File: src/sv/assert_macros.svh
// Assertion helpers shared by the RTL. Every macro samples on clk and is
// disabled while rst_n is low.
`ifndef ASSERT_MACROS_SVH
`define ASSERT_MACROS_SVH

// Same-cycle implication.
`define GDD_ASSERT_NOW(lbl, ante, cons, msg) \
  lbl: assert property (@(posedge clk) disable iff (!rst_n) (ante) |-> (cons)) \
    else $error(msg);

// Next-cycle implication.
`define GDD_ASSERT_NEXT(lbl, ante, cons, msg) \
  lbl: assert property (@(posedge clk) disable iff (!rst_n) (ante) |=> (cons)) \
    else $error(msg);

`endif

File: src/sv/gdd_pkg.sv
`default_nettype none

package gdd_pkg;

  // Field and intermediate widths.
  localparam int FIELD_W  = 27;  // packed YYYYMMDD
  localparam int YEAR_W   = 14;  // year, up to 13421 for any 27-bit input
  localparam int REM_W    = 14;  // MMDD part, below 10000
  localparam int Q100_W   = 8;   // year / 100
  localparam int MD_W     = 7;   // month or day, 0 to 99
  localparam int C400_W   = 6;   // ceil(year / 400)
  localparam int FULL_W   = 4;   // full months before the date, 0 to 12
  localparam int CUM_W    = 9;   // days before a month
  localparam int NUM_W    = 23;  // day number from the start of year 0
  localparam int CNT_W    = 23;  // signed day count
  localparam int NSTG     = 5;   // pipeline stages, the last is the output register

  // Exact reciprocal division: floor(x / d) = (x * RCP) >> SH over the input range.
  localparam int RCP10K_W = 28;
  localparam int SH_10K   = 41;
  localparam logic [RCP10K_W-1:0] RCP_10K = 28'd219902326;
  localparam int RCP100_W = 15;
  localparam int SH_100   = 21;
  localparam logic [RCP100_W-1:0] RCP_100 = 15'd20972;

  localparam int DIV_YEAR  = 10000;
  localparam int DIV_CENT  = 100;
  localparam int DAYS_YEAR = 365;
  localparam int MONTHS    = 12;
  localparam int FEB_DONE  = 2;   // full months at which a leap day is already counted

  // Per-stage load enables and valid bits.
  typedef struct packed {
    logic [NSTG-1:0] en;
    logic [NSTG-1:0] vld;
  } gdd_ctl_t;

  // Days of a common year before the given number of full months.
  function automatic logic [CUM_W-1:0] cum_days(input logic [FULL_W-1:0] full);
    logic [CUM_W-1:0] days;
    case (full)
      4'd0:    days = 9'd0;
      4'd1:    days = 9'd31;
      4'd2:    days = 9'd59;
      4'd3:    days = 9'd90;
      4'd4:    days = 9'd120;
      4'd5:    days = 9'd151;
      4'd6:    days = 9'd181;
      4'd7:    days = 9'd212;
      4'd8:    days = 9'd243;
      4'd9:    days = 9'd273;
      4'd10:   days = 9'd304;
      4'd11:   days = 9'd334;
      default: days = 9'd365;
    endcase
    return days;
  endfunction

endpackage

`default_nettype wire

File: src/sv/gdd_ctrl.sv
`default_nettype none

// Valid bits and load enables of the pipeline. A stage loads when it is empty
// or when the stage after it loads, so bubbles close up under a stall.
module gdd_ctrl (
  input  wire logic             clk,
  input  wire logic             rst_n,
  input  wire logic             in_valid,
  input  wire logic             out_stall,
  output gdd_pkg::gdd_ctl_t     ctl,
  output logic                  in_stall,
  output logic                  out_valid
);

  localparam int NS = gdd_pkg::NSTG;

  logic [NS-1:0] vld_r;
  logic [NS-1:0] vld_nxt;
  logic [NS-1:0] en;

  always_comb begin
    en[NS-1] = !vld_r[NS-1] || !out_stall;
    for (int i = NS - 2; i >= 0; i--) begin
      en[i] = !vld_r[i] || en[i+1];
    end
  end

  always_comb begin
    vld_nxt[0] = en[0] ? in_valid : vld_r[0];
    for (int i = 1; i < NS; i++) begin
      vld_nxt[i] = en[i] ? vld_r[i-1] : vld_r[i];
    end
  end

  always_ff @(posedge clk) begin
    if (!rst_n) begin
      vld_r <= '0;
    end else begin
      vld_r <= vld_nxt;
    end
  end

  assign ctl.en    = en;
  assign ctl.vld   = vld_r;
  assign in_stall  = !en[0];
  assign out_valid = vld_r[NS-1];

endmodule

`default_nettype wire

File: src/sv/gdd_day_num.sv
`default_nettype none

// Packed YYYYMMDD to day number from the start of year 0, in four stages:
// year split, MMDD remainder and year/100, century terms and month split,
// then the final sum.
module gdd_day_num (
  input  wire logic                        clk,
  input  wire gdd_pkg::gdd_ctl_t           ctl,
  input  wire logic [gdd_pkg::FIELD_W-1:0] in_date,
  output logic [gdd_pkg::NUM_W-1:0]        day_num
);

  localparam int FW   = gdd_pkg::FIELD_W;
  localparam int YW   = gdd_pkg::YEAR_W;
  localparam int RMW  = gdd_pkg::REM_W;
  localparam int QW   = gdd_pkg::Q100_W;
  localparam int MDW  = gdd_pkg::MD_W;
  localparam int C4W  = gdd_pkg::C400_W;
  localparam int FLW  = gdd_pkg::FULL_W;
  localparam int NW   = gdd_pkg::NUM_W;
  localparam int P1W  = FW + gdd_pkg::RCP10K_W;
  localparam int P2W  = YW + gdd_pkg::RCP100_W;
  localparam int P3W  = RMW + gdd_pkg::RCP100_W;

  // Stage 1: year = date / 10000.
  logic [P1W-1:0] p1;
  logic [YW-1:0]  s1_y_r;
  logic [FW-1:0]  s1_v_r;

  assign p1 = P1W'(in_date) * P1W'(gdd_pkg::RCP_10K);

  always_ff @(posedge clk) begin
    if (ctl.en[0]) begin
      s1_y_r <= p1[gdd_pkg::SH_10K +: YW];
      s1_v_r <= in_date;
    end
  end

  // Stage 2: MMDD remainder and year / 100.
  logic [FW-1:0]  rem_full;
  logic [P2W-1:0] p2;
  logic [YW-1:0]  s2_y_r;
  logic [RMW-1:0] s2_rem_r;
  logic [QW-1:0]  s2_q100_r;

  assign rem_full = s1_v_r - FW'(s1_y_r) * FW'(gdd_pkg::DIV_YEAR);
  assign p2       = P2W'(s1_y_r) * P2W'(gdd_pkg::RCP_100);

  always_ff @(posedge clk) begin
    if (ctl.en[1]) begin
      s2_y_r    <= s1_y_r;
      s2_rem_r  <= rem_full[RMW-1:0];
      s2_q100_r <= p2[gdd_pkg::SH_100 +: QW];
    end
  end

  // Stage 3: ceil(y/100), ceil(y/400), leap flag, month = MMDD / 100.
  logic [YW-1:0]  r100;
  logic           r100_nz;
  logic [QW-1:0]  c100;
  logic [QW-1:0]  c100_p3;
  logic           leap;
  logic [P3W-1:0] p3;
  logic [YW-1:0]  s3_y_r;
  logic [RMW-1:0] s3_rem_r;
  logic [MDW-1:0] s3_mq_r;
  logic [QW-1:0]  s3_c100_r;
  logic [C4W-1:0] s3_c400_r;
  logic           s3_leap_r;

  assign r100    = s2_y_r - YW'(s2_q100_r) * YW'(gdd_pkg::DIV_CENT);
  assign r100_nz = |r100;
  assign c100    = s2_q100_r + QW'(r100_nz);
  // ceil(y/400) is ceil(ceil(y/100) / 4).
  assign c100_p3 = c100 + QW'(3);
  assign leap    = (s2_y_r[1:0] == 2'b00) && (r100_nz || (s2_q100_r[1:0] == 2'b00));
  assign p3      = P3W'(s2_rem_r) * P3W'(gdd_pkg::RCP_100);

  always_ff @(posedge clk) begin
    if (ctl.en[2]) begin
      s3_y_r    <= s2_y_r;
      s3_rem_r  <= s2_rem_r;
      s3_mq_r   <= p3[gdd_pkg::SH_100 +: MDW];
      s3_c100_r <= c100;
      s3_c400_r <= c100_p3[2 +: C4W];
      s3_leap_r <= leap;
    end
  end

  // Stage 4: day, full months and the sum.
  logic [RMW-1:0] dd_full;
  logic [MDW-1:0] day;
  logic [FLW-1:0] full;
  logic [YW-1:0]  y_p3;
  logic           leap_adj;
  logic [NW-1:0]  num;
  logic [NW-1:0]  s4_num_r;

  assign dd_full = s3_rem_r - RMW'(s3_mq_r) * RMW'(gdd_pkg::DIV_CENT);
  assign day     = dd_full[MDW-1:0];
  assign y_p3    = s3_y_r + YW'(3);

  always_comb begin
    if (s3_mq_r == '0) begin
      full = '0;
    end else if (s3_mq_r > MDW'(gdd_pkg::MONTHS)) begin
      full = FLW'(gdd_pkg::MONTHS);
    end else begin
      full = FLW'(s3_mq_r - MDW'(1));
    end
  end

  assign leap_adj = s3_leap_r && (full >= FLW'(gdd_pkg::FEB_DONE));

  assign num = NW'(s3_y_r) * NW'(gdd_pkg::DAYS_YEAR) + NW'(y_p3[YW-1:2])
             - NW'(s3_c100_r) + NW'(s3_c400_r)
             + NW'(gdd_pkg::cum_days(full)) + NW'(leap_adj) + NW'(day);

  always_ff @(posedge clk) begin
    if (ctl.en[3]) begin
      s4_num_r <= num;
    end
  end

  assign day_num = s4_num_r;

endmodule

`default_nettype wire

File: src/sv/gregorian_date_difference_top.sv
`default_nettype none

// Inclusive day count between two Gregorian dates.
// Input channel: in_start_date and in_end_date, each packed decimal YYYYMMDD,
// with in_valid / in_stall. A beat is taken on a rising edge with in_valid
// high and in_stall low.
// Result channel: out_day_count, a 23-bit two's complement count equal to
// day(end) - day(start) + 1, with out_valid / out_stall. The count is
// negative or zero when the end date precedes the start date and saturates
// at the 23-bit limits, which only malformed dates can reach.
// The pipeline takes one beat per cycle unless the receiver stalls. Its
// depth is set by the reciprocal multiplications for the year (/10000),
// for the century (year / 100) and for the month (MMDD / 100), and by the
// final sum, each in a stage of its own, plus the subtract-and-saturate
// output register.
// Reset clears every valid bit; data registers are not reset.
// When the receiver stalls, the result holds and stages behind it keep
// loading until they are full, so empty slots close up before in_stall rises.
module gregorian_date_difference_top (
  input  wire logic                        clk,
  input  wire logic                        rst_n,
  input  wire logic                        in_valid,
  output logic                             in_stall,
  input  wire logic [gdd_pkg::FIELD_W-1:0] in_start_date,
  input  wire logic [gdd_pkg::FIELD_W-1:0] in_end_date,
  output logic                             out_valid,
  input  wire logic                        out_stall,
  output logic signed [gdd_pkg::CNT_W-1:0] out_day_count
);

  localparam int NS = gdd_pkg::NSTG;
  localparam int NW = gdd_pkg::NUM_W;
  localparam int CW = gdd_pkg::CNT_W;
  // Difference width: two extra bits hold the full range of end - start + 1.
  localparam int DW = NW + 2;
  localparam logic signed [DW-1:0] SAT_HI = DW'((1 <<< (CW - 1)) - 1);
  localparam logic signed [DW-1:0] SAT_LO = -SAT_HI - DW'(1);

  gdd_pkg::gdd_ctl_t ctl;
  logic [NW-1:0]     start_num;
  logic [NW-1:0]     end_num;

  gdd_ctrl u_ctrl (
    .clk       (clk),
    .rst_n     (rst_n),
    .in_valid  (in_valid),
    .out_stall (out_stall),
    .ctl       (ctl),
    .in_stall  (in_stall),
    .out_valid (out_valid)
  );

  // Both dates run through identical stages in lockstep.
  gdd_day_num u_start (
    .clk     (clk),
    .ctl     (ctl),
    .in_date (in_start_date),
    .day_num (start_num)
  );

  gdd_day_num u_end (
    .clk     (clk),
    .ctl     (ctl),
    .in_date (in_end_date),
    .day_num (end_num)
  );

  // Output stage: subtract, count both ends, clamp to the result width.
  logic signed [DW-1:0] diff;
  logic signed [CW-1:0] day_count_nxt;
  logic signed [CW-1:0] day_count_r;

  assign diff = $signed({2'b00, end_num}) - $signed({2'b00, start_num}) + DW'(1);

  always_comb begin
    if (diff > SAT_HI) begin
      day_count_nxt = SAT_HI[CW-1:0];
    end else if (diff < SAT_LO) begin
      day_count_nxt = SAT_LO[CW-1:0];
    end else begin
      day_count_nxt = diff[CW-1:0];
    end
  end

  always_ff @(posedge clk) begin
    if (ctl.en[NS-1]) begin
      day_count_r <= day_count_nxt;
    end
  end

  assign out_day_count = day_count_r;

`include "assert_macros.svh"

  // The input is only held off when every stage holds a live beat.
  `GDD_ASSERT_NOW(a_stall_full, in_stall, (&ctl.vld), "input stalled with a free stage")
  // Holding off the input needs a result that the receiver refuses.
  `GDD_ASSERT_NOW(a_stall_cause, in_stall, (out_valid && out_stall), "input stalled without cause")
  // A new result only appears when the last day-number stage had a beat.
  `GDD_ASSERT_NOW(a_rise_src, $rose(out_valid), $past(ctl.vld[NS-2]), "result from empty stage")

endmodule

`default_nettype wire

File: config.mk
export PLATFORM = sky130hd
export DESIGN_NAME = gregorian_date_difference_top
export DESIGN_NICKNAME = d
export VERILOG_FILES = /design/src/sv/gdd_pkg.sv /design/src/sv/gdd_ctrl.sv /design/src/sv/gdd_day_num.sv /design/src/sv/gregorian_date_difference_top.sv
export VERILOG_INCLUDE_DIRS = /design/src /design/src/sv
export SDC_FILE = /design/constraint.sdc
export NUM_CORES = 2
export LEC_CHECK = 0
export BUFFER_PORTS_ARGS = -buffer_cell sky130_fd_sc_hd__buf_2
export CORE_ASPECT_RATIO = 1.25
export CORE_MARGIN = 5
export CORE_UTILIZATION = 30
export CTS_CLUSTER_DIAMETER = 120
export DETAILED_ROUTE_END_ITERATION = 10
export HOLD_SLACK_MARGIN = 0.06
export PLACE_DENSITY_LB_ADDON = 0.08
export SETUP_SLACK_MARGIN = 0.5
export SYNTH_ARGS = -nofsm -noshare
export SYNTH_HDL_FRONTEND = slang
export SYNTH_HIERARCHICAL = 1
export SYNTH_SLANG_ARGS = --single-unit
File: constraint.sdc
create_clock -name clk -period 20.9 [get_ports clk]
set_input_delay 2.09 -clock clk [delete_from_list [all_inputs] [get_ports clk]]
set_output_delay 2.09 -clock clk [all_outputs]
set_load 0.1 [all_outputs]
==> out/summary.log <==
qor: outcome.outcome complete, no violations
qor: global_routing.grt_start_max_net_pins 59
qor: clock_tree.clk_path_buf_depth 3
qor: timing.final-max-slew-violation-count 0
qor: clock_tree.root_buffer sky130_fd_sc_hd__clkbuf_16
qor: route.drc 0
qor: finish.finish.net_count 8536
qor: clock_tree.cts.reportedPaths.clkPinSlew 60 ps
qor: setup_path.critical_path_arrival 8660 ps
qor: clock_tree.cts_num_sinks 288
qor: route.routed.top_layer met5
qor: clock_tree.cts_buffer_count 43
qor: finish.utilization 0.327
qor: flow_run.drv.max_cap_violation_count 0
qor: setup_path.reg2reg_setup_slack 13390 ps
qor: synthesis.synthesis.area_per_instance 10.6 um2
qor: place.place.detailed.hpwl 148000 um
qor: finish.drive_gt1_frac 0.0388
qor: setup_path.cp.required 21270 ps
qor: synthesis.total_nets_after_synthesis 8421
qor: setup_path.crit_path_max_fanout 9
qor: finish.layout.cells.most_common sky130_fd_sc_hd__inv_1
qor: synthesis.synthCells 5969
qor: route.num_vias 38500
qor: hold_path.type_of_the_tightest_min_delay_check flip-flop to flip-flop
qor: route.wl_met1 72800 um
qor: synthesis.synth.yosys.warnings 6
qor: setup_path.class_of_the_most_critical_setup_path input port to flip-flop
qor: route.met2_wire_length 85700 um
qor: setup_path.timing.critical_path.from_type input port
qor: global_routing.globalRouteOverflowTotal 0
qor: clock_tree.post_cts_resize_count 0
qor: route.routed_wire_length_per_instance 18.5 um
qor: clock_tree.clk_latency 630 ps
qor: timing.fmaxAchievable 121 MHz
qor: floorplan.design.portCount 83
qor: route.drt-total-wl 164000 um
qor: finish.finish.instance_area 0.0685 mm2
qor: finish.final_cell_mix 1845 x sky130_fd_sc_hd__inv_1, 1291 x sky130_fd_sc_hd__ha_1, 1103 x sky130_fd_sc_hd__fa_1
qor: floorplan.initial_core_util 0.301
qor: floorplan.die_area 0.220 mm2
qor: clock_tree.number_of_hold_repair_buffers_added_at_the_cts_stage 0
qor: floorplan.core.rowCount 188
qor: global_routing.grt_antenna_before_repair 3
qor: floorplan.die-height 523 um
qor: timing.post-route-min-period 8290 ps
qor: route.drt-pass1-iter-count 5
qor: setup_path.end_kind flip-flop
qor: floorplan.design.core.area 0.210 mm2
qor: timing.hold-worst-slack 426 ps
qor: timing.grt_setup_unrepaired false
qor: clock_tree.post_cts_buffers 0
qor: route.drt-vias-per-instance 4.34
qor: timing.finalSetupViolations 0
qor: route.ant_nets 0
qor: finish.synthToLayoutAreaGrowth 8.47%
qor: timing.slew_headroom 0.369
qor: clock_tree.htree_levels 2
qor: place.io_buffer_count 82
qor: global_routing.grt_pass1_vias 44200
qor: timing.min_period_over_period 0.397
qor: floorplan.die_span_x 421 um
qor: clock_tree.tritoncts built
qor: timing.worst_margin_slew 946 ps
qor: timing.hold_viol_final 0
qor: place.placed_area 0.0670 mm2
qor: place.gp_congestion 0.849
qor: synthesis.netlist_area 0.0632 mm2
qor: global_routing.globalRouteTotalUtil 0.154
qor: timing.fin_setup_tns 0 ps
qor: global_routing.grt_pass1_wl 260000 um
qor: timing.final.setup_skew 25.8 ps
qor: route.met3WireLength 2360 um
qor: route.drt_first_iter_violations 1122
==> worst paths after layout <==
path | start | end | depth (start not counted)
hold / removal | u_start/s1_v_r[1] | u_start/s2_rem_r[1] | 0
setup reg to reg | u_end/s3_mq_r[4] | u_end/day_num[22] | 24
hold reg to reg | u_start/s1_v_r[1] | u_start/s2_rem_r[1] | 0
setup / recovery | in_start_date[9] | u_start/s1_y_r[10] | 24
==> critical path: stages <==
cell	delay, ps
sky130_fd_sc_hd__buf_2	190
sky130_fd_sc_hd__ha_1	380
sky130_fd_sc_hd__inv_1	150
sky130_fd_sc_hd__fa_1	530
sky130_fd_sc_hd__inv_1	60
sky130_fd_sc_hd__fa_1	490
sky130_fd_sc_hd__inv_1	50
sky130_fd_sc_hd__fa_1	520
sky130_fd_sc_hd__inv_1	50
sky130_fd_sc_hd__fa_1	480
sky130_fd_sc_hd__inv_1	50
sky130_fd_sc_hd__fa_1	520
sky130_fd_sc_hd__inv_1	70
sky130_fd_sc_hd__fa_1	440
sky130_fd_sc_hd__ha_1	360
sky130_fd_sc_hd__a21oi_1	140
sky130_fd_sc_hd__o21ai_0	190
sky130_fd_sc_hd__a221o_1	480
sky130_fd_sc_hd__a21oi_2	200
sky130_fd_sc_hd__a21boi_2	100
sky130_fd_sc_hd__a311o_2	470
sky130_fd_sc_hd__a221o_1	380
sky130_fd_sc_hd__a21oi_2	180
sky130_fd_sc_hd__a21oi_1	90
==> layer usage <==
metal,global-route usage,vias to the layer above
met2,0.286,258
met4,0.0289,4
met3,0.0111,125
met5,0,-
li1,-,19000
met1,0.197,19100
==> metrics by stage <==
stage	std cells	worst slack, ps
3_5_place_dp	8794	11940
2_1_floorplan	5969	12860
3_3_place_gp	8794	12010
6_report	8873	12610
5_1_grt	8872	12310
4_1_cts	8871	12620
==> final cells by class <==
type                            instances  area (um2)
Antenna cell                            2        5.00
Clock buffer                           48        1130
Clock inverter                         29         400
Fill cell                           21600      141000
Inverter                             1846        6930
Multi-Input combinational cell       3813       47600
Sequential cell                       288        8600
Tap cell                             2755        3450
Timing Repair Buffer                   92         485
Power is left out: the tool's default activity adds up to more than one toggle a clock period on the data nets, which glitch-free logic cannot reach.
